==> src/hw/rtl/tmrtbl_pkg.sv <==
package tmrtbl_pkg;

	localparam int ACT_W    = 3;
	localparam int KIND_W   = 2;
	localparam int PERIOD_W = 24;
	localparam int ID_W     = 16;
	localparam int TIME_W   = 32;

	localparam int MAX_RESULTS = 16;
	localparam int CNT_W       = $clog2(MAX_RESULTS + 1);

	localparam logic [ACT_W-1:0] ACT_TICK       = 3'd0;
	localparam logic [ACT_W-1:0] ACT_START_ONE  = 3'd1;
	localparam logic [ACT_W-1:0] ACT_START_REP  = 3'd2;
	localparam logic [ACT_W-1:0] ACT_CANCEL     = 3'd3;
	localparam logic [ACT_W-1:0] ACT_CANCEL_ALL = 3'd4;

	localparam logic [KIND_W-1:0] KIND_STARTED = 2'd0;
	localparam logic [KIND_W-1:0] KIND_EXPIRED = 2'd1;
	localparam logic [KIND_W-1:0] KIND_REJECT  = 2'd2;

	typedef struct packed {
		logic                rpt;
		logic [PERIOD_W-1:0] period;
		logic [TIME_W-1:0]   deadline;
		logic [ID_W-1:0]     id;
	} tmrtbl_ent_t;

	typedef struct packed {
		logic accept;
		logic rd_en;
		logic eval;
		logic flush;
	} tmrtbl_cmd_t;

	typedef struct packed {
		logic stall;
		logic flush_any;
		logic out_free;
	} tmrtbl_sts_t;

endpackage

==> src/hw/rtl/timer_table_one_shot_repeating.sv <==
// channel  dir  tdata                          tuser        tlast
// s_axis   in   period_ticks[23:0], target_id   action[2:0]  -
// m_axis   out  timer_id[15:0]                 kind[1:0]    last
//
// tick, start and cancel scan the slot store: one slot read per cycle while the scan is not stalled
// cancel-all and unused action codes do not start a scan
// a tick with many expiries stalls the scan while the output word is not taken
// reset clears all slots, the time counter and the id counter
module timer_table_one_shot_repeating import tmrtbl_pkg::*; #(
	parameter int SLOTS = 16
) (
	input  logic        clk,
	input  logic        arst_n,
	input  logic        s_axis_tvalid,
	output logic        s_axis_tready,
	input  logic [39:0] s_axis_tdata,   // period_ticks[23:0], target_id[39:24]
	input  logic [2:0]  s_axis_tuser,   // action[2:0]
	output logic        m_axis_tvalid,
	input  logic        m_axis_tready,
	output logic [15:0] m_axis_tdata,   // timer_id[15:0]
	output logic [1:0]  m_axis_tuser,   // kind[1:0]
	output logic        m_axis_tlast
);

	localparam int AW = $clog2(SLOTS);

	tmrtbl_cmd_t   cmd;
	tmrtbl_sts_t   sts;
	logic [AW-1:0] rd_idx;
	logic [AW-1:0] ev_idx;

	tmrtbl_ctrl #(
		.SLOTS(SLOTS)
	) u_ctrl (
		.clk      (clk),
		.arst_n   (arst_n),
		.in_valid (s_axis_tvalid),
		.action   (s_axis_tuser),
		.in_ready (s_axis_tready),
		.sts      (sts),
		.cmd      (cmd),
		.rd_idx   (rd_idx),
		.ev_idx   (ev_idx)
	);

	tmrtbl_dp #(
		.SLOTS(SLOTS)
	) u_dp (
		.clk          (clk),
		.arst_n       (arst_n),
		.cmd          (cmd),
		.rd_idx       (rd_idx),
		.ev_idx       (ev_idx),
		.action       (s_axis_tuser),
		.period_ticks (s_axis_tdata[23:0]),
		.target_id    (s_axis_tdata[39:24]),
		.m_ready      (m_axis_tready),
		.m_valid      (m_axis_tvalid),
		.kind         (m_axis_tuser),
		.timer_id     (m_axis_tdata),
		.last         (m_axis_tlast),
		.sts          (sts)
	);

endmodule

==> src/hw/rtl/tmrtbl_ctrl.sv <==
module tmrtbl_ctrl import tmrtbl_pkg::*; #(
	parameter int SLOTS = 16
) (
	input  logic                     clk,
	input  logic                     arst_n,
	input  logic                     in_valid,
	input  logic [ACT_W-1:0]         action,
	output logic                     in_ready,
	input  tmrtbl_sts_t              sts,
	output tmrtbl_cmd_t              cmd,
	output logic [$clog2(SLOTS)-1:0] rd_idx,
	output logic [$clog2(SLOTS)-1:0] ev_idx
);

	localparam int AW = $clog2(SLOTS);
	localparam int CW = $clog2(SLOTS + 1);

	typedef enum logic [2:0] {
		ST_IDLE  = 3'b001,
		ST_SCAN  = 3'b010,
		ST_FLUSH = 3'b100
	} state_t;

	state_t          state_q;
	logic [CW-1:0]   idx_q;
	logic            v_s1;
	logic [AW-1:0]   idx_s1;
	logic            accept;
	logic            issue;
	logic            advance;
	logic            scan_act;

	assign in_ready = (state_q == ST_IDLE);
	assign accept   = in_valid && in_ready;
	assign scan_act = (action <= ACT_CANCEL);
	assign issue    = (state_q == ST_SCAN) && (idx_q != CW'(SLOTS));
	assign advance  = !(v_s1 && sts.stall);

	always_comb begin
		cmd.accept = accept;
		cmd.rd_en  = issue && advance;
		cmd.eval   = v_s1 && advance;
		cmd.flush  = (state_q == ST_FLUSH) && sts.flush_any && sts.out_free;
	end

	assign rd_idx = idx_q[AW-1:0];
	assign ev_idx = idx_s1;

	always_ff @(posedge clk or negedge arst_n) begin
		if (!arst_n) begin
			state_q <= ST_IDLE;
			idx_q   <= '0;
			v_s1    <= 1'b0;
			idx_s1  <= '0;
		end else begin
			unique case (state_q)
				ST_IDLE: begin
					if (accept && scan_act) begin
						state_q <= ST_SCAN;
						idx_q   <= '0;
						v_s1    <= 1'b0;
					end
				end
				ST_SCAN: begin
					if (advance) begin
						v_s1   <= issue;
						idx_s1 <= idx_q[AW-1:0];
						if (issue) begin
							idx_q <= idx_q + CW'(1);
						end
					end
					if (!issue && !v_s1) begin
						state_q <= ST_FLUSH;
					end
				end
				ST_FLUSH: begin
					if (!sts.flush_any || sts.out_free) begin
						state_q <= ST_IDLE;
					end
				end
				default: begin
					state_q <= ST_IDLE;
				end
			endcase
		end
	end

	a_idle_no_eval: assert property (@(posedge clk) disable iff (!arst_n)
		(state_q == ST_IDLE) |-> !v_s1)
		else $error("slot evaluation pending while idle");

	a_idx_bound: assert property (@(posedge clk) disable iff (!arst_n)
		idx_q <= CW'(SLOTS))
		else $error("scan index past table");

	a_flush_end: assert property (@(posedge clk) disable iff (!arst_n)
		cmd.flush |=> (state_q == ST_IDLE))
		else $error("flush did not close the item");

endmodule

==> src/hw/rtl/tmrtbl_dp.sv <==
module tmrtbl_dp import tmrtbl_pkg::*; #(
	parameter int SLOTS = 16
) (
	input  logic                     clk,
	input  logic                     arst_n,
	input  tmrtbl_cmd_t              cmd,
	input  logic [$clog2(SLOTS)-1:0] rd_idx,
	input  logic [$clog2(SLOTS)-1:0] ev_idx,
	input  logic [ACT_W-1:0]         action,
	input  logic [PERIOD_W-1:0]      period_ticks,
	input  logic [ID_W-1:0]          target_id,
	input  logic                     m_ready,
	output logic                     m_valid,
	output logic [KIND_W-1:0]        kind,
	output logic [ID_W-1:0]          timer_id,
	output logic                     last,
	output tmrtbl_sts_t              sts
);

	tmrtbl_ent_t         mem [SLOTS];
	tmrtbl_ent_t         rd_q;
	logic [SLOTS-1:0]    valid_q;
	logic [TIME_W-1:0]   time_q;
	logic [ID_W-1:0]     next_id_q;
	logic [ACT_W-1:0]    op_q;
	logic [PERIOD_W-1:0] period_q;
	logic [ID_W-1:0]     target_q;
	logic [CNT_W-1:0]    cnt_q;
	logic                done_q;
	logic                pend_v_q;
	logic [KIND_W-1:0]   pend_kind_q;
	logic [ID_W-1:0]     pend_id_q;
	logic                out_v_q;
	logic [KIND_W-1:0]   out_kind_q;
	logic [ID_W-1:0]     out_id_q;
	logic                out_last_q;

	logic                op_tick;
	logic                op_start;
	logic                slot_v;
	logic [TIME_W-1:0]   diff;
	logic                hit;
	logic                emit;
	logic                out_free;
	logic                do_hit;
	logic                push_pend;
	logic [KIND_W-1:0]   new_kind;
	logic [ID_W-1:0]     new_id;

	assign op_tick  = (op_q == ACT_TICK);
	assign op_start = (op_q == ACT_START_ONE) || (op_q == ACT_START_REP);
	assign slot_v   = valid_q[ev_idx];
	assign diff     = time_q - rd_q.deadline;

	always_comb begin
		unique case (op_q)
			ACT_TICK:      hit = slot_v && !diff[TIME_W-1] && (cnt_q != CNT_W'(MAX_RESULTS));
			ACT_START_ONE: hit = !slot_v && !done_q;
			ACT_START_REP: hit = !slot_v && !done_q;
			ACT_CANCEL:    hit = slot_v && (rd_q.id == target_q) && !done_q;
			default:       hit = 1'b0;
		endcase
	end

	assign emit      = hit && (op_tick || op_start);
	assign out_free  = !out_v_q || m_ready;
	assign do_hit    = cmd.eval && hit;
	assign push_pend = do_hit && emit && pend_v_q;
	assign new_kind  = op_tick ? KIND_EXPIRED : KIND_STARTED;
	assign new_id    = op_tick ? rd_q.id : next_id_q;

	always_comb begin
		sts.stall     = emit && pend_v_q && !out_free;
		sts.flush_any = pend_v_q || (op_start && !done_q);
		sts.out_free  = out_free;
	end

	// slot store
	always_ff @(posedge clk) begin
		if (do_hit && op_start) begin
			mem[ev_idx] <= '{
				rpt:      (op_q == ACT_START_REP),
				period:   period_q,
				deadline: time_q + {{(TIME_W-PERIOD_W){1'b0}}, period_q},
				id:       next_id_q
			};
		end else if (do_hit && op_tick && rd_q.rpt) begin
			mem[ev_idx] <= '{
				rpt:      rd_q.rpt,
				period:   rd_q.period,
				deadline: rd_q.deadline + {{(TIME_W-PERIOD_W){1'b0}}, rd_q.period},
				id:       rd_q.id
			};
		end
		if (cmd.rd_en) begin
			rd_q <= mem[rd_idx];
		end
	end

	always_ff @(posedge clk or negedge arst_n) begin
		if (!arst_n) begin
			valid_q   <= '0;
			time_q    <= '0;
			next_id_q <= '0;
			op_q      <= ACT_TICK;
			cnt_q     <= '0;
			done_q    <= 1'b0;
			pend_v_q  <= 1'b0;
			out_v_q   <= 1'b0;
		end else begin
			if (cmd.accept) begin
				op_q   <= action;
				cnt_q  <= '0;
				done_q <= 1'b0;
				if (action == ACT_TICK) begin
					time_q <= time_q + TIME_W'(1);
				end
				if (action == ACT_CANCEL_ALL) begin
					valid_q <= '0;
				end
			end
			if (do_hit) begin
				if (op_tick) begin
					cnt_q <= cnt_q + CNT_W'(1);
					if (!rd_q.rpt) begin
						valid_q[ev_idx] <= 1'b0;
					end
				end else if (op_start) begin
					valid_q[ev_idx] <= 1'b1;
					next_id_q       <= next_id_q + ID_W'(1);
					done_q          <= 1'b1;
				end else begin
					valid_q[ev_idx] <= 1'b0;
					done_q          <= 1'b1;
				end
			end
			if (do_hit && emit) begin
				pend_v_q <= 1'b1;
			end else if (cmd.flush) begin
				pend_v_q <= 1'b0;
			end
			if (push_pend || cmd.flush) begin
				out_v_q <= 1'b1;
			end else if (m_ready) begin
				out_v_q <= 1'b0;
			end
		end
	end

	always_ff @(posedge clk) begin
		if (cmd.accept) begin
			period_q <= period_ticks;
			target_q <= target_id;
		end
		if (do_hit && emit) begin
			pend_kind_q <= new_kind;
			pend_id_q   <= new_id;
		end
		if (push_pend) begin
			out_kind_q <= pend_kind_q;
			out_id_q   <= pend_id_q;
			out_last_q <= 1'b0;
		end else if (cmd.flush) begin
			out_kind_q <= pend_v_q ? pend_kind_q : KIND_REJECT;
			out_id_q   <= pend_v_q ? pend_id_q : '0;
			out_last_q <= 1'b1;
		end
	end

	assign m_valid  = out_v_q;
	assign kind     = out_kind_q;
	assign timer_id = out_id_q;
	assign last     = out_last_q;

	a_cnt_bound: assert property (@(posedge clk) disable iff (!arst_n)
		cnt_q <= CNT_W'(MAX_RESULTS))
		else $error("expiry count past limit");

	a_no_overwrite: assert property (@(posedge clk) disable iff (!arst_n)
		(push_pend || cmd.flush) |-> out_free)
		else $error("output word overwritten while held");

	a_id_step: assert property (@(posedge clk) disable iff (!arst_n)
		(do_hit && op_start) |=> (next_id_q == $past(next_id_q) + ID_W'(1)))
		else $error("id not advanced on start");

endmodule
==> config.mk <==
export PLATFORM = sky130hd
export DESIGN_NAME = timer_table_one_shot_repeating
export DESIGN_NICKNAME = d
export VERILOG_FILES = /design/src/hw/rtl/tmrtbl_pkg.sv /design/src/hw/rtl/timer_table_one_shot_repeating.sv /design/src/hw/rtl/tmrtbl_ctrl.sv /design/src/hw/rtl/tmrtbl_dp.sv
export SDC_FILE = /design/constraint.sdc
export NUM_CORES = 2
export LEC_CHECK = 0
export ABC_CLOCK_PERIOD_IN_PS = 18750
export BUFFER_PORTS_ARGS = -buffer_cell sky130_fd_sc_hd__buf_4
export CORE_UTILIZATION = 45
export CTS_CLUSTER_SIZE = 25
export DETAILED_ROUTE_END_ITERATION = 8
export MAX_ROUTING_LAYER = met4
export SYNTH_ARGS = -nofsm -noshare
export SYNTH_HDL_FRONTEND = slang
export SYNTH_SLANG_ARGS = --single-unit
==> constraint.sdc <==
create_clock -name clk -period 18.75 [get_ports clk]
set_clock_uncertainty 0.05 [all_clocks]
set_input_delay 3.75 -clock clk [delete_from_list [all_inputs] [get_ports clk]]
set_output_delay 3.75 -clock clk [all_outputs]
set_load 0.005 [all_outputs]
==> metrics.md <==
| Metric | Value |
|---|---|
| Status | finished clean |
| Arrival @ worst endpoint | between 6000 and 7000 ps |
| Share of layout cells above drive strength 1 | 0.256 |
| Top FF cell, synth | edfxtp_1 |
| Hold Fails Final Rpt | 0 |
| ANT nets after route | 0 |
| Gp weighted congestion | around 0.84 |
| Top Ports | 68 |
| Slew @ Worst Pin | 1090 ps |
| First-pass GRT wire length | 196,000 um |
| Yosys warnings | 0 |
| TritonCTS clock tree | built |
| Post-synthesis compound-gate area fraction | 0.0274 |
| Max_cap viols | 0 |
| Hpwl dp | between 70,000 and 80,000 um |
| Number of remaining DRC errors | 0 |
| Worst setup EP type | register |
| Mean Syn Cell Area | just over 20 um^2 |
| CTS sink count | 1,405 |
| Remaining Overflow, GRT | 0 |
| Die height | about 360 um |
| GRT Util Overall | 0.219 |
| Post-CTS Setup Bufs | 0 |
| Total Die Area | 0.128 mm^2 |
| Final wirelength | roughly 130,000 um |
| Kind of critical path | in2reg |
| RSZ-0062 raised after global routing | no |
| Post-synthesis cell type count | 72 |
| Slew headroom | 0.268 |
| Post-synthesis instance area | 0.0570 mm^2 |
| Vias in the first global route | 28,900 |
| Synthesized flop and latch total | around 1,400 |
| Crit path launch type | input pin |
| Number of synthesized flops with an enable pin | approximately 1,300 |
| Fin. max-slew vios | 0 |
| Root buf cell | clkbuf_16 |
| Most common cell after layout, fill and taps aside | edfxtp_1 |
| Fin util | 0.513 |
| VDD IR max | 0.104 mV |
| Initial Util | 0.454 |
| Cells after Synth | between 2,000 and 3,000 |
| # setup viols final | 0 |
| Most frequent cells in the layout | edfxtp_1 (1,316), mux4_2 (369), clkbuf_16 (149) |
| Mux contribution to synthesized area | 0.160 |
| CTS buffer count | 147 |
| CTS-repair resized insts | 0 |
| Largest family of logic cells by synthesized area | multiplexers |
| Worst-Skew Late Latency | 770 ps |
| Clock buffer depth | 3 |
| Peak Freq | 0.160 GHz |
| Initial antenna violation count | 3 |
| Die width | between 300 and 400 um |
| Final TNS setup | 0 ps |
| Final period util | 0.334 |
| Detailed Routing Iterations Pass 1 | 5 |
| Number of cell rows | 130 |
| Largest net degree at the start of global routing | 149 |
| Post-synth net total | 2,950 |
| Fraction of registers with async set/reset | 0.0626 |
| CTS HTree Levels | 4 |
| Req. time, crit path | 19,110 ps |
| P&R area growth vs syn | 12.9% |
| WL per Instance | 28.1 um |
| Post-layout minimum cycle time | between 6000 and 7000 ps |
| Clk pin slew, worst setup/hold paths | 60 ps |
| Synth Area in XOR/XNOR | 0.0181 |
| Routed vias | 28,000 |
| Port Buffers | 67 |
| Worst-path fanout max | 94 |
| CTS Hold Buffers Added | 0 |
| Power per cell area | 112 mW/mm^2 |
| Post-Synth Adder-Cell Area | 0.0191 |
| Sequential-to-total area share from yosys stat | 0.732 |
| LEAKAGE | 20.1 nW |
| Nets@finish | 3,103 |
| Initial DRC Count | approximately 2,700 |
| Simple-gate share of the synthesized area | 0.0309 |
| Avg Vias per Cell | 5.90 |
| Class of the worst hold path | reg2reg |
| Core ar. | 0.126 mm^2 |
critical path, cell delays in order:
cell and delay, ps:
buf_4 110, nor2b_1 180, nand2_1 90, a21oi_1 450
or4_1 210, nor2_1 60, a21oi_4 150, buf_12 510
mux2i_1 940
final cells by class:
| cell class | instances | area, um^2 |
|---|---|---|
| antenna | 1 | 2.50 |
| clock buffer | 198 | 3960 |
| clock inverter | 72 | 734 |
| fill | 9859 | 61200 |
| inverter | 57 | 216 |
| multi-input combinational | 1238 | 14700 |
| sequential | 1405 | 41800 |
| tap | 1650 | 2060 |
| timing repair buffer | 121 | 946 |
registers in the layout, summed over array words and instances, names as in the netlist, 2 cells and up:
register and flops:
u_dp.next_id_q 16, u_dp.valid_q 16, u_ctrl.ev_idx 4, u_dp.timer_id 16, u_dp.rd_q 73, u_dp.op_q 3
u_dp.pend_id_q 16, u_dp.cnt_q 5, u_ctrl.state_q 3, u_dp.target_q 16, u_dp.period_q 24, u_dp.mem 1168
u_ctrl.idx_q 5, u_dp.kind 2, u_dp.time_q 32
stage by stage:
step                      instance area [um^2]  setup slack [ps]  power (mW)  instances  hold WS (ps)
after global placement                   59700             11740        4.46       4470           407
after detailed placement                 59700             11490        4.48       4470           415
final                                    64400             12490        7.23       4742           434
after global routing                     64400             12310        7.47       4742           456
after CTS                                64400             12330        7.29       4740           440
after floorplan                          57000              8900        4.26       2817           388
layer usage:
metal	global-route usage	up-vias	part of all wire
li1	-	11900	-
met1	0.298	15000	0.43
met2	0.347	908	0.49
met3	0.0365	162	0.057
met4	0.0506	0	0.017
met5	-	-	0
cells in the mapped netlist (6+ instances only):
| master | number | area share |
|---|---|---|
| nand2b_1 | 15 | 0.0016 |
| o211ai_1 | 22 | 0.0029 |
| nand4_1 | 20 | 0.0022 |
| clkbuf_1 | 78 | 0.0051 |
| inv_1 | 57 | 0.0038 |
| buf_2 | 11 | 0.00097 |
| mux2i_1 | 11 | 0.0019 |
| a211oi_1 | 8 | 0.0011 |
| xnor2_1 | 80 | 0.012 |
| mux4_2 | 369 | 0.15 |
| mux2_2 | 62 | 0.012 |
| nor4_1 | 6 | 0.00066 |
| edfxtp_1 | 1316 | 0.69 |
| o21ai_0 | 68 | 0.0060 |
| nor2b_1 | 14 | 0.0015 |
| nand2_1 | 94 | 0.0062 |
| o31ai_1 | 8 | 0.0011 |
| and4_1 | 11 | 0.0017 |
| o21a_1 | 11 | 0.0014 |
| a21o_1 | 21 | 0.0028 |
| nor3_1 | 11 | 0.00097 |
| nand3_1 | 47 | 0.0041 |
| a21oi_1 | 67 | 0.0059 |
| dfrtp_1 | 87 | 0.038 |
| nor2_1 | 68 | 0.0045 |
| and2_1 | 20 | 0.0022 |
| buf_1 | 23 | 0.0015 |
| xor2_1 | 38 | 0.0058 |
| and3_1 | 14 | 0.0015 |
| ha_1 | 84 | 0.018 |
cells by family after synthesis:
group,count (synthesis)
buffers and inverters,174
DFF,1405
muxes,442
xor gates and xnor gates,118
adders and majority gates,86
and+or+nand+nor,344
AOI/OAI and AO/OA,248
path summary, 6_finish.rpt:
| path | startpoint | to | slack [ps] | depth (start not counted) |
|---|---|---|---|---|
| worst max-delay path | m_axis_tready | u_dp.mem[1][46] | 12490 | 9 |
| worst min-delay path | u_dp.last | u_dp.last | 430 | 2 |
| worst max register to register | u_dp.rd_q[27] | u_dp.mem[12][38] | 13450 | 13 |
| worst min register to register | u_dp.last | u_dp.last | 430 | 2 |
| max in group asynchronous | arst_n | u_ctrl.idx_q[2] | 14480 | 2 |
| min in group asynchronous | arst_n | u_dp.next_id_q[15] | 2790 | 1 |
power by group:
group / leakage, nW / switching (mW) / internal, mW
Combinational: 5.40 / 0.390 / 0.363
Clock: 2.27 / 1.20 / 1.62
Sequential: 12.4 / 0.0794 / 3.57
Total: 20.1 / 1.67 / 5.56
Power figures use the tool's default switching activity.
